<file path="src/rtl/core/sitda_pkg.sv">
// sitda_pkg: shared types and constants for the integer to decimal text block
// stage payload struct, power-of-ten table and character codes
// no dependencies
package sitda_pkg;

   localparam int unsigned DIGIT_COUNT = 10;
   localparam logic [3:0]  LAST_POS    = 4'd9;
   localparam logic [7:0]  CHAR_MINUS  = 8'd45;
   localparam logic [7:0]  CHAR_ZERO   = 8'd48;

   localparam logic [31:0] POW10 [DIGIT_COUNT] = '{
      32'd1000000000, 32'd100000000, 32'd10000000, 32'd1000000, 32'd100000,
      32'd10000, 32'd1000, 32'd100, 32'd10, 32'd1
   };

   typedef logic [3:0] digit_type;

   // digits[0] is the most significant decimal place
   typedef struct packed {
      logic                             neg;
      logic [31:0]                      mag;
      digit_type [DIGIT_COUNT-1:0]      digits;
   } stage_type;

endpackage

</file>
<file path="src/rtl/core/sitda_cell.sv">
// sitda_cell: one digit cell of the conversion chain
// takes one decimal place off the remaining magnitude and passes it on
// depends on sitda_pkg
module sitda_cell import sitda_pkg::*; (
   input  logic       clock,
   input  logic       reset,
   input  logic [3:0] pos,
   input  logic       up_valid,
   output logic       up_ready,
   input  stage_type  up_data,
   output logic       dn_valid,
   input  logic       dn_ready,
   output stage_type  dn_data
);

   logic      valid_ff, valid_in;
   stage_type data_ff, data_in;
   stage_type result;
   logic [33:0] pow;
   logic [33:0] mult;
   logic [33:0] sub;
   digit_type   digit;

   // digit is the largest multiple of the place value that fits
   always_comb begin
      pow   = {2'b00, POW10[pos]};
      mult  = '0;
      sub   = '0;
      digit = '0;
      for (int k = 1; k <= 9; k++) begin
         mult = pow * 34'(k);
         if ({2'b00, up_data.mag} >= mult) begin
            digit = 4'(k);
            sub   = mult;
         end
      end
      result             = up_data;
      result.mag         = 32'({2'b00, up_data.mag} - sub);
      result.digits[pos] = digit;
   end

   assign up_ready = !valid_ff || dn_ready;

   always_comb begin
      valid_in = valid_ff;
      data_in  = data_ff;
      if (up_ready) begin
         valid_in = up_valid;
         data_in  = result;
      end
   end

   always_ff @(posedge clock) begin
      if (reset) begin
         valid_ff <= 1'b0;
      end else begin
         valid_ff <= valid_in;
      end
      data_ff <= data_in;
   end

   assign dn_valid = valid_ff;
   assign dn_data  = data_ff;

endmodule

</file>
<file path="src/rtl/core/sitda_emit.sv">
// sitda_emit: character sequencer at the end of the digit chain
// sends the sign and the significant digits, one beat per character
// depends on sitda_pkg
module sitda_emit import sitda_pkg::*; (
   input  logic       clock,
   input  logic       reset,
   input  logic       up_valid,
   output logic       up_ready,
   input  stage_type  up_data,
   output logic       rsp_valid,
   input  logic       rsp_ready,
   output logic [7:0] rsp_character,
   output logic       rsp_last
);

   logic busy_ff, busy_in;
   logic sign_ff, sign_in;
   logic [3:0] pos_ff, pos_in;
   digit_type [DIGIT_COUNT-1:0] digits_ff, digits_in;
   logic [3:0] lead;
   logic       found;
   logic       load;
   logic       done;

   // first significant place, units place when the value is zero
   always_comb begin
      lead  = LAST_POS;
      found = 1'b0;
      for (int i = 0; i < DIGIT_COUNT; i++) begin
         if (!found && up_data.digits[i] != 4'd0) begin
            lead  = 4'(i);
            found = 1'b1;
         end
      end
   end

   assign rsp_valid     = busy_ff;
   assign rsp_last      = !sign_ff && pos_ff == LAST_POS;
   assign rsp_character = sign_ff ? CHAR_MINUS : (CHAR_ZERO + {4'd0, digits_ff[pos_ff]});

   assign done     = busy_ff && rsp_ready && rsp_last;
   assign up_ready = !busy_ff || done;
   assign load     = up_valid && up_ready;

   always_comb begin
      busy_in   = busy_ff;
      sign_in   = sign_ff;
      pos_in    = pos_ff;
      digits_in = digits_ff;
      if (load) begin
         busy_in   = 1'b1;
         sign_in   = up_data.neg;
         pos_in    = lead;
         digits_in = up_data.digits;
      end else if (done) begin
         busy_in = 1'b0;
      end else if (busy_ff && rsp_ready) begin
         if (sign_ff) begin
            sign_in = 1'b0;
         end else begin
            pos_in = pos_ff + 4'd1;
         end
      end
   end

   always_ff @(posedge clock) begin
      if (reset) begin
         busy_ff <= 1'b0;
         sign_ff <= 1'b0;
         pos_ff  <= '0;
      end else begin
         busy_ff <= busy_in;
         sign_ff <= sign_in;
         pos_ff  <= pos_in;
      end
      digits_ff <= digits_in;
   end

   a_pos_range: assert property (@(posedge clock) disable iff (reset)
      busy_ff |-> pos_ff <= LAST_POS)
      else $error("character position beyond units place");

   a_sign_first: assert property (@(posedge clock) disable iff (reset)
      (load && up_data.neg) |=> (busy_ff && sign_ff))
      else $error("minus sign not sent first");

   a_no_lead_zero: assert property (@(posedge clock) disable iff (reset)
      load |=> (digits_ff[pos_ff] != 4'd0 || pos_ff == LAST_POS))
      else $error("leading zero not suppressed");

   a_hold_stall: assert property (@(posedge clock) disable iff (reset)
      (busy_ff && !rsp_ready) |=> ($stable(pos_ff) && $stable(sign_ff) && busy_ff))
      else $error("sequencer moved during stall");

endmodule

</file>
<file path="src/rtl/core/signed_int_to_decimal_ascii_top.sv">
// Converts a signed 32-bit integer to its decimal text: an optional minus
// sign, then the significant digits from the most significant down, one
// character per result beat, with rsp_last on the final one. Zero gives "0".
// A number gives 1 to 11 characters, and a new number is taken every
// cycle while the ten-cell digit chain has room; the single character
// port sets the sustained rate. The first character is offered once the
// number has passed the ten registered digit cells and then the character
// sequencer.
// depends on sitda_pkg, sitda_cell, sitda_emit
module signed_int_to_decimal_ascii_top import sitda_pkg::*; (
   input  logic        clock,
   input  logic        reset,
   input  logic        req_valid,
   output logic        req_ready,
   input  logic [31:0] req_value,
   output logic        rsp_valid,
   input  logic        rsp_ready,
   output logic [7:0]  rsp_character,
   output logic        rsp_last
);

   logic      chain_valid [DIGIT_COUNT+1];
   logic      chain_ready [DIGIT_COUNT+1];
   stage_type chain_data  [DIGIT_COUNT+1];
   logic [31:0] req_mag;

   // magnitude in unsigned arithmetic so the most negative value works
   assign req_mag       = req_value[31] ? (32'd0 - req_value) : req_value;
   assign chain_data[0] = '{neg: req_value[31], mag: req_mag, digits: '0};

   assign chain_valid[0] = req_valid;
   assign req_ready      = chain_ready[0];

   for (genvar g = 0; g < DIGIT_COUNT; g++) begin : g_cell
      sitda_cell u_cell (
         .clock    (clock),
         .reset    (reset),
         .pos      (4'(g)),
         .up_valid (chain_valid[g]),
         .up_ready (chain_ready[g]),
         .up_data  (chain_data[g]),
         .dn_valid (chain_valid[g+1]),
         .dn_ready (chain_ready[g+1]),
         .dn_data  (chain_data[g+1])
      );
   end

   sitda_emit u_emit (
      .clock         (clock),
      .reset         (reset),
      .up_valid      (chain_valid[DIGIT_COUNT]),
      .up_ready      (chain_ready[DIGIT_COUNT]),
      .up_data       (chain_data[DIGIT_COUNT]),
      .rsp_valid     (rsp_valid),
      .rsp_ready     (rsp_ready),
      .rsp_character (rsp_character),
      .rsp_last      (rsp_last)
   );

endmodule
</file>
<file path="config.mk">
export PLATFORM = sky130hd
export DESIGN_NAME = signed_int_to_decimal_ascii_top
export DESIGN_NICKNAME = d
export VERILOG_FILES = /design/src/rtl/core/sitda_pkg.sv /design/src/rtl/core/sitda_cell.sv /design/src/rtl/core/sitda_emit.sv /design/src/rtl/core/signed_int_to_decimal_ascii_top.sv
export SDC_FILE = /design/constraint.sdc
export NUM_CORES = 1
export LEC_CHECK = 0
export ABC_AREA = 0
export BUFFER_PORTS_ARGS = -buffer_cell sky130_fd_sc_hd__buf_2
export CORE_MARGIN = 2
export CORE_UTILIZATION = 65
export CTS_BUF_LIST = sky130_fd_sc_hd__clkbuf_16
export CTS_CLUSTER_SIZE = 14
export DETAILED_ROUTE_END_ITERATION = 8
export PLACE_DENSITY = 0.82
export SLEW_MARGIN = 20
export SYNTH_ARGS = -nofsm -noshare
export SYNTH_HDL_FRONTEND = slang
export SYNTH_SLANG_ARGS = --single-unit
</file>
<file path="constraint.sdc">
create_clock -name clock -period 11.5 [get_ports clock]
set_input_delay 0.575 -clock clock [delete_from_list [all_inputs] [get_ports clock]]
set_output_delay 0.575 -clock clock [all_outputs]
set_load 0.005 [all_outputs]
</file>
# [Word level (Yosys, flattened, before mapping)]
# Index checks and enable logic that the tools add are counted.
[totals] reg_bits=574 input_bits=36 out_inout_bits=11 wordCells=475
[classes] addsub=12 order_cmp=91 n_eq_ne=3 mux=193 reduce_logical=69
[op_table] operator="2-to-1 mux 32 bit" n=8
[op_table] operator="greater-or-equal comparator 32 x 10 -> 1 bit (second input constant)" n=5
[op_table] operator="greater-or-equal comparator 32 x 20 -> 1 bit (second input constant)" n=5
[op_table] operator="greater-or-equal comparator 32 x 30 -> 1 bit (second input constant)" n=5
[op_table] operator="2-to-1 mux 30 bit" n=5
[op_table] operator="greater-or-equal comparator 32 x 33 -> 1 bit (second input constant)" n=4
[op_table] operator="greater-or-equal comparator 32 x 13 -> 1 bit (second input constant)" n=4
[op_table] operator="greater-or-equal comparator 32 x 17 -> 1 bit (second input constant)" n=4
[op_table] operator="greater-or-equal comparator 32 x 23 -> 1 bit (second input constant)" n=4
[op_table] operator="greater-or-equal comparator 32 x 27 -> 1 bit (second input constant)" n=4
[op_table] operator="greater-or-equal comparator 32 x 3 -> 1 bit (second input constant)" n=4
[op_table] operator="greater-or-equal comparator 32 x 7 -> 1 bit (second input constant)" n=4
[op_table] operator="2-to-1 mux 3 bit" n=40
[op_table] operator="2-to-1 mux 27 bit" n=4
[op_table] operator="2-to-1 mux 20 bit" n=5
[op_table] operator="greater-or-equal comparator 32 x 16 -> 1 bit (second input constant)" n=3
[op_table] operator="greater-or-equal comparator 32 x 19 -> 1 bit (second input constant)" n=3
[op_table] operator="greater-or-equal comparator 32 x 26 -> 1 bit (second input constant)" n=3
[op_table] operator="greater-or-equal comparator 32 x 29 -> 1 bit (second input constant)" n=3
[op_table] operator="greater-or-equal comparator 32 x 4 -> 1 bit (second input constant)" n=3
[op_table] operator="greater-or-equal comparator 32 x 6 -> 1 bit (second input constant)" n=3
[op_table] operator="greater-or-equal comparator 32 x 9 -> 1 bit (second input constant)" n=3
[op_table] operator="2-to-1 mux 23 bit" n=4
[op_table] operator="2-to-1 mux 29 bit" n=3
[op_table] operator="67 further kinds" n=235

# [Depth between registers and ports, before layout]
# Gate-level depths: netlist of run 1.
[depth] ltp_word=30 ltp_mapped=28 mapped_depth_nobuf=28

# [Hierarchy]
# A second synthesis of run 1 with hierarchy kept.
[hier_totals] cells_unflattened=22455 area_unflattened_um2=184268.0
[modules_own_cells] module="sitda_cell at g_cell[0].u_cell ..." instances=3 cells_each=2250 area_each_um2=18370.1
[modules_own_cells] module="sitda_cell at g_cell[3].u_cell ..." instances=3 cells_each=2210 area_each_um2=18062.3
[modules_own_cells] module="sitda_cell at g_cell[1].u_cell" instances=1 cells_each=2276 area_each_um2=18343.8
[modules_own_cells] module="sitda_cell at g_cell[9].u_cell" instances=1 cells_each=2215 area_each_um2=18114.9
[modules_own_cells] module="sitda_cell at g_cell[2].u_cell" instances=1 cells_each=2170 area_each_um2=17883.4
[modules_own_cells] module="sitda_cell at g_cell[6].u_cell" instances=1 cells_each=2183 area_each_um2=17870.9
[modules_own_cells] module="sitda_emit" instances=1 cells_each=134 area_each_um2=2065.7
[modules_own_cells] module="signed_int_to_decimal_ascii_top" instances=1 cells_each=97 area_each_um2=691.9

# [Worst setup path after synthesis of run 1]
# Ideal clock, no wire load.
[synth_path] kind="input port to flip-flop" from="input port req_value[9]" to="register g_cell[0].u_cell.data_ff (netlist bit g_cell[0].u_cell.dn_data[69]), data pin" t_arrival_ns=6.012 setup_slack_ns=5.231 cell_stages=26 n_path_buf=2 path_cell_list="or4_1 buf_2 or4_4 buf_6 o41ai_4 xor2_2 o31ai_1 a21o_1 a311oi_1 o21ai_0 a311o_1 and2_1 ha_1 fa_1 nor2b_1 o21a_1 o21ai_0 a211oi_1 nor2_1 a311oi_1 a21oi_1 o31ai_1 a31oi_1 o21bai_1 a21oi_1 xnor2_1"
[synth_rtl] item="from (decl)" line="signed_int_to_decimal_ascii_top.sv:15" rtl="input logic [31:0] req_value,"
[synth_rtl] item="to (signal assigned)" line="sitda_cell.sv:59" rtl="data_ff <= data_in;"
[synth_rtl] item="to (decl)" line="sitda_cell.sv:17" rtl="stage_type data_ff, data_in;"

==> reports/qor.yml, run 1 <==
logic_synthesis:
  synthArstFlopShare_pct: 0
  synth_xor_xnor_area_share_pct: 5.99
  ys_top_cells_by_area: "edfxtp_1 (54%), ha_1 (5.5%), xnor2_1 (3.9%)"
  muxShareOfSynthArea_pct: 0.861
  synthAdderAreaFrac_pct: 6.09
  synth_seq_cells: 563
  synth_top_family_by_area: "simple AND/OR/NAND/NOR gates"
  synthSimpleGateAreaFrac_pct: 15.3
  yosysTopAreaCellShare_pct: 53.6
  synth_top_flop_cell: "edfxtp_1"
  synth_compound_area_share_pct: 14.2
  yosysSeqAreaShare_pct: 54.6
  yosysWarnings: 0
  syn-instance-count: 2771
  synth_top_cell_by_area: "edfxtp_1"
  syn_area_um2: 30700
  ys_types: 92
  syn_avg_cell_area_um2: 11.1
  synth-edff-count: 547
power:
  p_sw_w: 0.00289
  cellPowerDensity_nw_per_um2: 240
  p_clk_share_pct: 21.5
  peakVddDrop_uv: 210
  p_leak_nw: 12.2
  power.internal_w: 0.00507
  swShare_pct: 36.3
  p_comb_share_pct: 30.9
  seq_power_share_pct: 47.6
clock_network:
  clock-sinks: 563
  holdBufCountCts: 0
  cts_root_buf: "clkbuf_16"
  cts_resized: 0
  post_cts_buffers: 0
  cts-buffers-inserted: 54
  htree_num_levels: 2
  cts_buffer_depth: 3
  clk_pin_slew_worst_paths_ns: 0.06
  clk_latency_ns: 0.65
  tritoncts: "built"
route:
  drc: 0
  dr.pass1.iters: 6
  ant_nets: 0
  wl_um: 68900
  drtIter0Drc: 1984
  post_drt_wl_per_cell_um: 20.0
  num_vias: 22065
  vias_per_cell: 6.39
timing:
  hold_violations: 0
  setup_violations: 0
  slew_viol_final: 0
  tightest_slew_ns: 1.04
  clock_skew_ns: 0.0667
  finalSetupTns_ns: 0
  post-route-period-util_pct: 64.3
  slew_headroom_pct: 29.7
  grt_setup_unrepaired: "false"
  setup_ws_ns: 4.11
  fmax_ghz: 0.135
  fin_crit_ns: 7.39
cells_and_area:
  final_common_cell: "edfxtp_1"
  drive_gt1_share_pct: 7.24
  final_cell_mix: "edfxtp_1 (547), nor2_1 (275), nand2_1 (207), a21oi_1 (166), o21ai_0 (157)"
  fin_util_pct: 71.2
  instances_no_fill: 3452
  area_growth_pct: 8.16
  diodes: 0
  postLayoutCellArea_um2: 33200
  nets: 2984
critical_path:
  rr_worst_depth: 26
  crit_family: "compound AO/OA/AOI/OAI gates"
  cp.required_ns: 11.87
  cp.depth: 26
  critPathBufInv: 0
  critPathArrivalTime_ns: 7.77
  critical_path.startpoint: "g_cell[4].u_cell.dn_data[60]"
  start_kind: "flip-flop"
  worstPathMaxFanout: 7
  worstSetupPathType: "reg -> reg"
  cpMostUsedCell: "o21ai_0"
  r2r-end: "g_cell[5].u_cell.dn_data[64]"
  end_kind: "flip-flop"
  cp_slowest_cell: "or4_1"
  timing.rr.start: "g_cell[4].u_cell.dn_data[60]"
  reg2reg_setup_slack_ns: 4.11
  max_stage_delay_ns: 0.60
worst_hold_path:
  worstHoldStart: "req_value[0]"
  hp-class: "in -> reg"
  holdPathStages: 1
  hold_end: "g_cell[0].u_cell.dn_data[40]"
placement:
  gp_routability_congestion: 0.948
  placed_cell_area_um2: 31400
  dp_cells: 3356
  dp_slack_ns: 4.39
  dp.final_hpwl_um: 47800
  io_buffers: 43
flow_run:
  maxCapViolCount: 0
floorplanning:
  fp.dieW_um: 221
  die_height_um: 221
  core_area_um2: 46600
  start_util_pct: 65.9
  die_area_um2: 48900
  io_pins: 47
  rows: 79
global_routing:
  grt_use_total_pct: 28.0
  antenna_found_initial: 0
  grt_pass1_vias: 21653
  grt_start_max_net_pins: 69
  overflow: 0
  grt_pass1_wl_um: 111000
status:
  status: "finished clean"
-- layer usage --
layer  wire length (um)  global-route usage [%]  vias up
met2              36000                    50.7      862
met4               2760                    11.7        0
met3               3600                    3.63      185
li1                   -                       -    10415
met5                  0                       0        -
met1              26600                    33.6    10603
-- registers in the layout, indices dropped and copies added, names as in the netlist --
signal / count
g_cell.u_cell.dn_data: 508
u_emit.digits_ff: 39
g_cell.u_cell.dn_valid: 10
u_emit.pos_ff: 4
u_emit.rsp_valid: 1
u_emit.sign_ff: 1
-- worst max path at each step --
| stage | endpoint | slack, ns |
|---|---|---|
| final | g_cell[5].u_cell.dn_data[64] | 4.11 |
| after global routing | g_cell[5].u_cell.dn_data[70] | 3.59 |
| after CTS | g_cell[5].u_cell.dn_data[64] | 4.26 |
| after detailed placement | g_cell[0].u_cell.dn_data[69] | 4.39 |
| after global placement | g_cell[0].u_cell.dn_data[69] | 4.61 |
| after floorplan | g_cell[0].u_cell.dn_data[69] | 5.23 |
-- metrics by stage --
step | hold WS, ns | power [W]
after floorplan | 0.400 | 0.00548
after global placement | 0.401 | 0.00604
after detailed placement | 0.405 | 0.00618
after CTS | 0.156 | 0.00791
after global routing | 0.174 | 0.00841
final | 0.183 | 0.00796
-- cell usage after synthesis, drive strengths merged, types with 7 or more instances --
| master | number |
|---|---|
| a2111oi | 8 |
| a211o | 9 |
| a211oi | 28 |
| a21boi | 36 |
| a21o | 37 |
| a21oi | 167 |
| a31oi | 26 |
| a41oi | 9 |
| and2 | 14 |
| and3 | 24 |
| buf | 8 |
| clkbuf | 75 |
| dfxtp | 16 |
| edfxtp | 547 |
| fa | 9 |
| ha | 134 |
| inv | 145 |
| mux4 | 7 |
| nand2 | 211 |
| nand2b | 43 |
| nand3 | 58 |
| nand3b | 16 |
| nand4 | 26 |
| nand4b | 9 |
| nor2 | 275 |
| nor2b | 36 |
| nor3 | 78 |
| nor4 | 57 |
| o211ai | 14 |
| o21a | 32 |
| o21ai | 165 |
| o21bai | 19 |
| o31a | 8 |
| o31ai | 35 |
| o41ai | 19 |
| or2 | 24 |
| or3 | 33 |
| or4 | 28 |
| xnor2 | 136 |
| xor2 | 72 |
-- worst reg2reg max path, delay by kind of cell (launching register included) --
kind                       cells  cell delay [ns]
DFF                            1             0.44
adders and majority gates      2             0.70
xor gates and xnor gates       1             0.17
AOI/OAI and AO/OA             13             2.94
and+or+nand+nor               10             2.88
-- area by class of cell --
class	count	area [um2]
clock buffers	54	1350
clock inverters	42	353
fillers	3139	13400
inverters	146	548
multi-input cells	1982	13100
flip-flops and latches	563	16700
well taps	607	759
repair buffers	58	328
-- cells by family (layout without fill, tap and decap cells) --
logic type / Yosys count / after routing
buf+inv: 229 / 300
flops: 563 / 563
mux: 17 / 17
compound gates: 662 / 662
simple gates: 946 / 946
xor+xnor: 208 / 208
other cells: 2 / 5
fa+ha+maj: 144 / 144
-- power by group through the flow --
stage | sequential, W | combinational [W] | clock [W]
3_5_place_dp | 0.00379 | 0.00239 | 0
5_1_grt | 0.00386 | 0.00274 | 0.00181
4_1_cts | 0.00376 | 0.00243 | 0.00172
3_3_place_gp | 0.00376 | 0.00228 | 0
2_1_floorplan | 0.00338 | 0.00210 | 0
6_report | 0.00379 | 0.00246 | 0.00171
Power figures use the tool's default switching activity.
==> run 2, diff against run 1 <==
--- a/config.mk
+++ b/config.mk
@@ -5,14 +5,14 @@
 export SDC_FILE = /design/constraint.sdc
 export NUM_CORES = 1
 export LEC_CHECK = 0
-export ABC_AREA = 0
+export ABC_AREA = 1
 export BUFFER_PORTS_ARGS = -buffer_cell sky130_fd_sc_hd__buf_2
 export CORE_MARGIN = 2
-export CORE_UTILIZATION = 65
+export CORE_UTILIZATION = 64
 export CTS_BUF_LIST = sky130_fd_sc_hd__clkbuf_16
 export CTS_CLUSTER_SIZE = 14
 export DETAILED_ROUTE_END_ITERATION = 8
-export PLACE_DENSITY = 0.82
+export PLACE_DENSITY = 0.81
 export SLEW_MARGIN = 20
 export SYNTH_ARGS = -nofsm -noshare
 export SYNTH_HDL_FRONTEND = slang
==> constraint.sdc (replaced) <==
create_clock -name clock -period 7.2 [get_ports clock]
set_input_delay 0.36 -clock clock [delete_from_list [all_inputs] [get_ports clock]]
set_output_delay 0.36 -clock clock [all_outputs]
set_load 0.005 [all_outputs]
==> run 2 against run 1 <==
  * Non-clock buffer count down 6
  * Via count is 7.1% higher
  * Worst setup slack worse by 2.5 ns
  * Critical path depth shrank 1
  * Core utilization fell by 0.28 points
  * Critical path type is now reg -> out
==> reports/qor.yml, run 2 <==
status:
  status: "finished clean"
timing:
  hold_violations: 0  # unchanged
  finalSetupTns_ns: 0  # unchanged
  grt_setup_unrepaired: "false"
  setup_violations: 0  # unchanged
  fmax_ghz: 0.179
  tightest_slew_ns: 0.903  # -0.141 ns
  fin_crit_ns: 5.60
  clock_skew_ns: 0.0413  # -0.0254 ns
  slew_headroom_pct: 39.8  # +10 points
  post-route-period-util_pct: 77.7
  slew_viol_final: 0  # unchanged
logic_synthesis:
  synthArstFlopShare_pct: 0  # unchanged
  syn_area_um2: 31200  # +1.7%
  synth-edff-count: 547  # unchanged
  yosys.cell_count.top_type: "edfxtp_1"
  synth_top_cell_by_area: "edfxtp_1"
  yosysSeqAreaShare_pct: 53.7  # -0.92 points
  yosysTopAreaCellShare_pct: 52.7  # -0.90 points
  synth_top_flop_cell: "edfxtp_1"
  syn_avg_cell_area_um2: 9.70  # -12%
  ys_types: 67  # -27%
  ys_top_cells_by_area: "edfxtp_1 (53%), nand2_1 (6.3%), ha_1 (5.4%)"
  synth_seq_cells: 563  # unchanged
  syn-instance-count: 3215  # +16%
  synthTopCellsByCount: "edfxtp_1 (547), nand2_1 (525), inv_1 (410)"
  yosysWarnings: 0  # unchanged
critical_path:
  worstPathMaxFanout: 70  # +63
  critPathArrivalTime_ns: 5.24  # -2.53 ns
  cp.required_ns: 6.84  # -5.03 ns
  worstSetupPathType: "reg -> out"
  end_kind: "output pin"
  start_kind: "flip-flop"
flow_run:
  maxCapViolCount: 0  # unchanged
placement:
  gp_routability_congestion: 0.970  # +2.3%
  dp_cells: 3864  # +15%
  io_buffers: 43  # unchanged
  dp.final_hpwl_um: 54500  # +14%
clock_network:
  holdBufCountCts: 0  # unchanged
  htree_num_levels: 2  # unchanged
  clk_latency_ns: 0.64  # about the same
  clock-sinks: 563  # unchanged
  cts_root_buf: "clkbuf_16"
  cts_buffer_depth: 3  # unchanged
  post_cts_buffers: 0  # unchanged
  tritoncts: "built"
  cts-buffers-inserted: 57  # +5.6%
  clk_pin_slew_worst_paths_ns: 0.06  # about the same
  cts_resized: 0  # unchanged
route:
  dr.pass1.iters: 7  # +1
  wl_um: 73500  # +6.6%
  post_drt_wl_per_cell_um: 18.5  # -7.3%
  ant_nets: 0  # unchanged
  vias_per_cell: 5.95  # -6.9%
  dr_wl_met2_um: 36600  # +1.6%
  routedLengthMet1_um: 29600  # +11%
  highest_layer: "met4"
  wl_met3_um: 4010  # +12%
  drtIter0Drc: 2367  # +19%
  num_vias: 23635  # +7.1%
  drc: 0  # unchanged
floorplanning:
  start_util_pct: 65.0  # -0.81 points
  fp.dieW_um: 225  # +1.6%
  core_area_um2: 47900  # +3.0%
  io_pins: 47  # unchanged
  rows: 80  # +1.3%
  die_height_um: 225  # +1.6%
  die_area_um2: 50500  # +3.2%
power:
  peakVddDrop_uv: 278  # +32%
  cellPowerDensity_nw_per_um2: 372  # +55%
  p_leak_nw: 13.9  # +14%
cells_and_area:
  instances_no_fill: 3972  # +15%
  final_cell_mix: "edfxtp_1 (547), nand2_1 (525), inv_1 (421), nor2_1 (390), a21oi_1 (220)"
  largest_reg_flops: 508  # unchanged
  regArea_um2: 16700  # unchanged
  nets: 3487  # +17%
  drive_gt1_share_pct: 6.97  # -0.27 points
  area_growth_pct: 9.07
  num-fill-cells: 3476  # +11%
  final_common_cell: "edfxtp_1"
  multiInputGateArea_um2: 12700  # -2.5%
global_routing:
  overflow: 0  # unchanged
  grt_pass1_vias: 23172  # +7.0%
  grt_pass1_wl_um: 118000  # +6.0%
  grt_use_total_pct: 29.5  # +1.5 points
  grt_start_max_net_pins: 71  # +2.9%
  antenna_found_initial: 0  # unchanged
worst_hold_path:
  hp-class: "in -> reg"
## run 2: where the power goes
group / internal [W] / switching, W / leakage [nW]
Clock: 0.00160 / 0.00127 / 0.940
Combinational: 0.00152 / 0.00251 / 7.10
Sequential: 0.00480 / 0.000970 / 5.82
Total: 0.00791 / 0.00474 / 13.9
## run 2: kinds of logic (layout without fill, tap and decap cells)
family	after synthesis	count (layout)	share of synthesized area [%]
compound gates	521	521	9.72
xor+xnor	230	230	6.52
fa+ha+maj	143	143	5.95
buf+inv	449	587	5.47
flops	563	563	53.7
other cells	2	6	0.0241
simple gates	1307	1307	18.6
## run 2: area by class of cell
cell class | instances | share of cell area, %
Antenna cell | 1 | 0.00736
Clock buffer | 57 | 4.19
Clock inverter | 50 | 1.22
Inverter | 428 | 4.77
Multi-Input combinational cell | 2206 | 37.5
Sequential cell | 563 | 49.2
Tap cell | 615 | 2.26
Timing Repair Buffer | 52 | 0.831
## run 2: path summary, 6_finish.rpt
kind	start	end	slack, ns	cells past startpoint
max	u_emit.pos_ff[1]	req_ready	1.60	25
min	req_value[0]	g_cell[0].u_cell.dn_data[40]	0.05	1
max reg2reg	g_cell[1].u_cell.dn_data[53]	g_cell[2].u_cell.dn_data[69]	1.73	28
min reg2reg	g_cell[2].u_cell.dn_data[72]	g_cell[3].u_cell.dn_data[72]	0.39	0
## run 2: worst max-delay path, stage by stage (launching register included)
cell and delay (ns):
dfxtp_1 0.57, inv_1 0.29, ha_1 0.27, nand3_2 0.08, nor2_1 0.05, nand2_1 0.06
nand2_1 0.10, nor2_2 0.12, inv_2 0.05, nor2_2 0.12, inv_4 0.30, nor2_2 0.27
inv_4 0.31, nor2_2 0.26, inv_4 0.05, nor2_1 0.17, clkinvlp_4 0.15, nor2_2 0.14
inv_4 0.05, nor2_2 0.11, inv_2 0.06, nor2_2 0.10, inv_2 0.06, nor2_4 0.16
nand2_2 0.37, buf_2 0.27
## run 2: per-layer routing
layer | up-vias | track usage, %
li1 | 11336 | -
met1 | 11135 | 36.7
met2 | 941 | 51.8
met3 | 223 | 3.47
met4 | 0 | 13.3
met5 | - | 0
## run 2: per-stage QoR
step	total power (W)	utilization [%]	cell area [um2]	setup slack, ns	hold slack [ns]
6_report	0.0127	70.9	34000	1.60	0.0485
3_3_place_gp	0.00954	67.1	32200	2.03	0.401
3_5_place_dp	0.00969	67.1	32200	1.83	0.405
4_1_cts	0.0126	70.9	34000	1.59	0.00423
5_1_grt	0.0134	70.9	34000	1.14	0.0177
2_1_floorplan	0.00851	-	31200	0.104	0.400
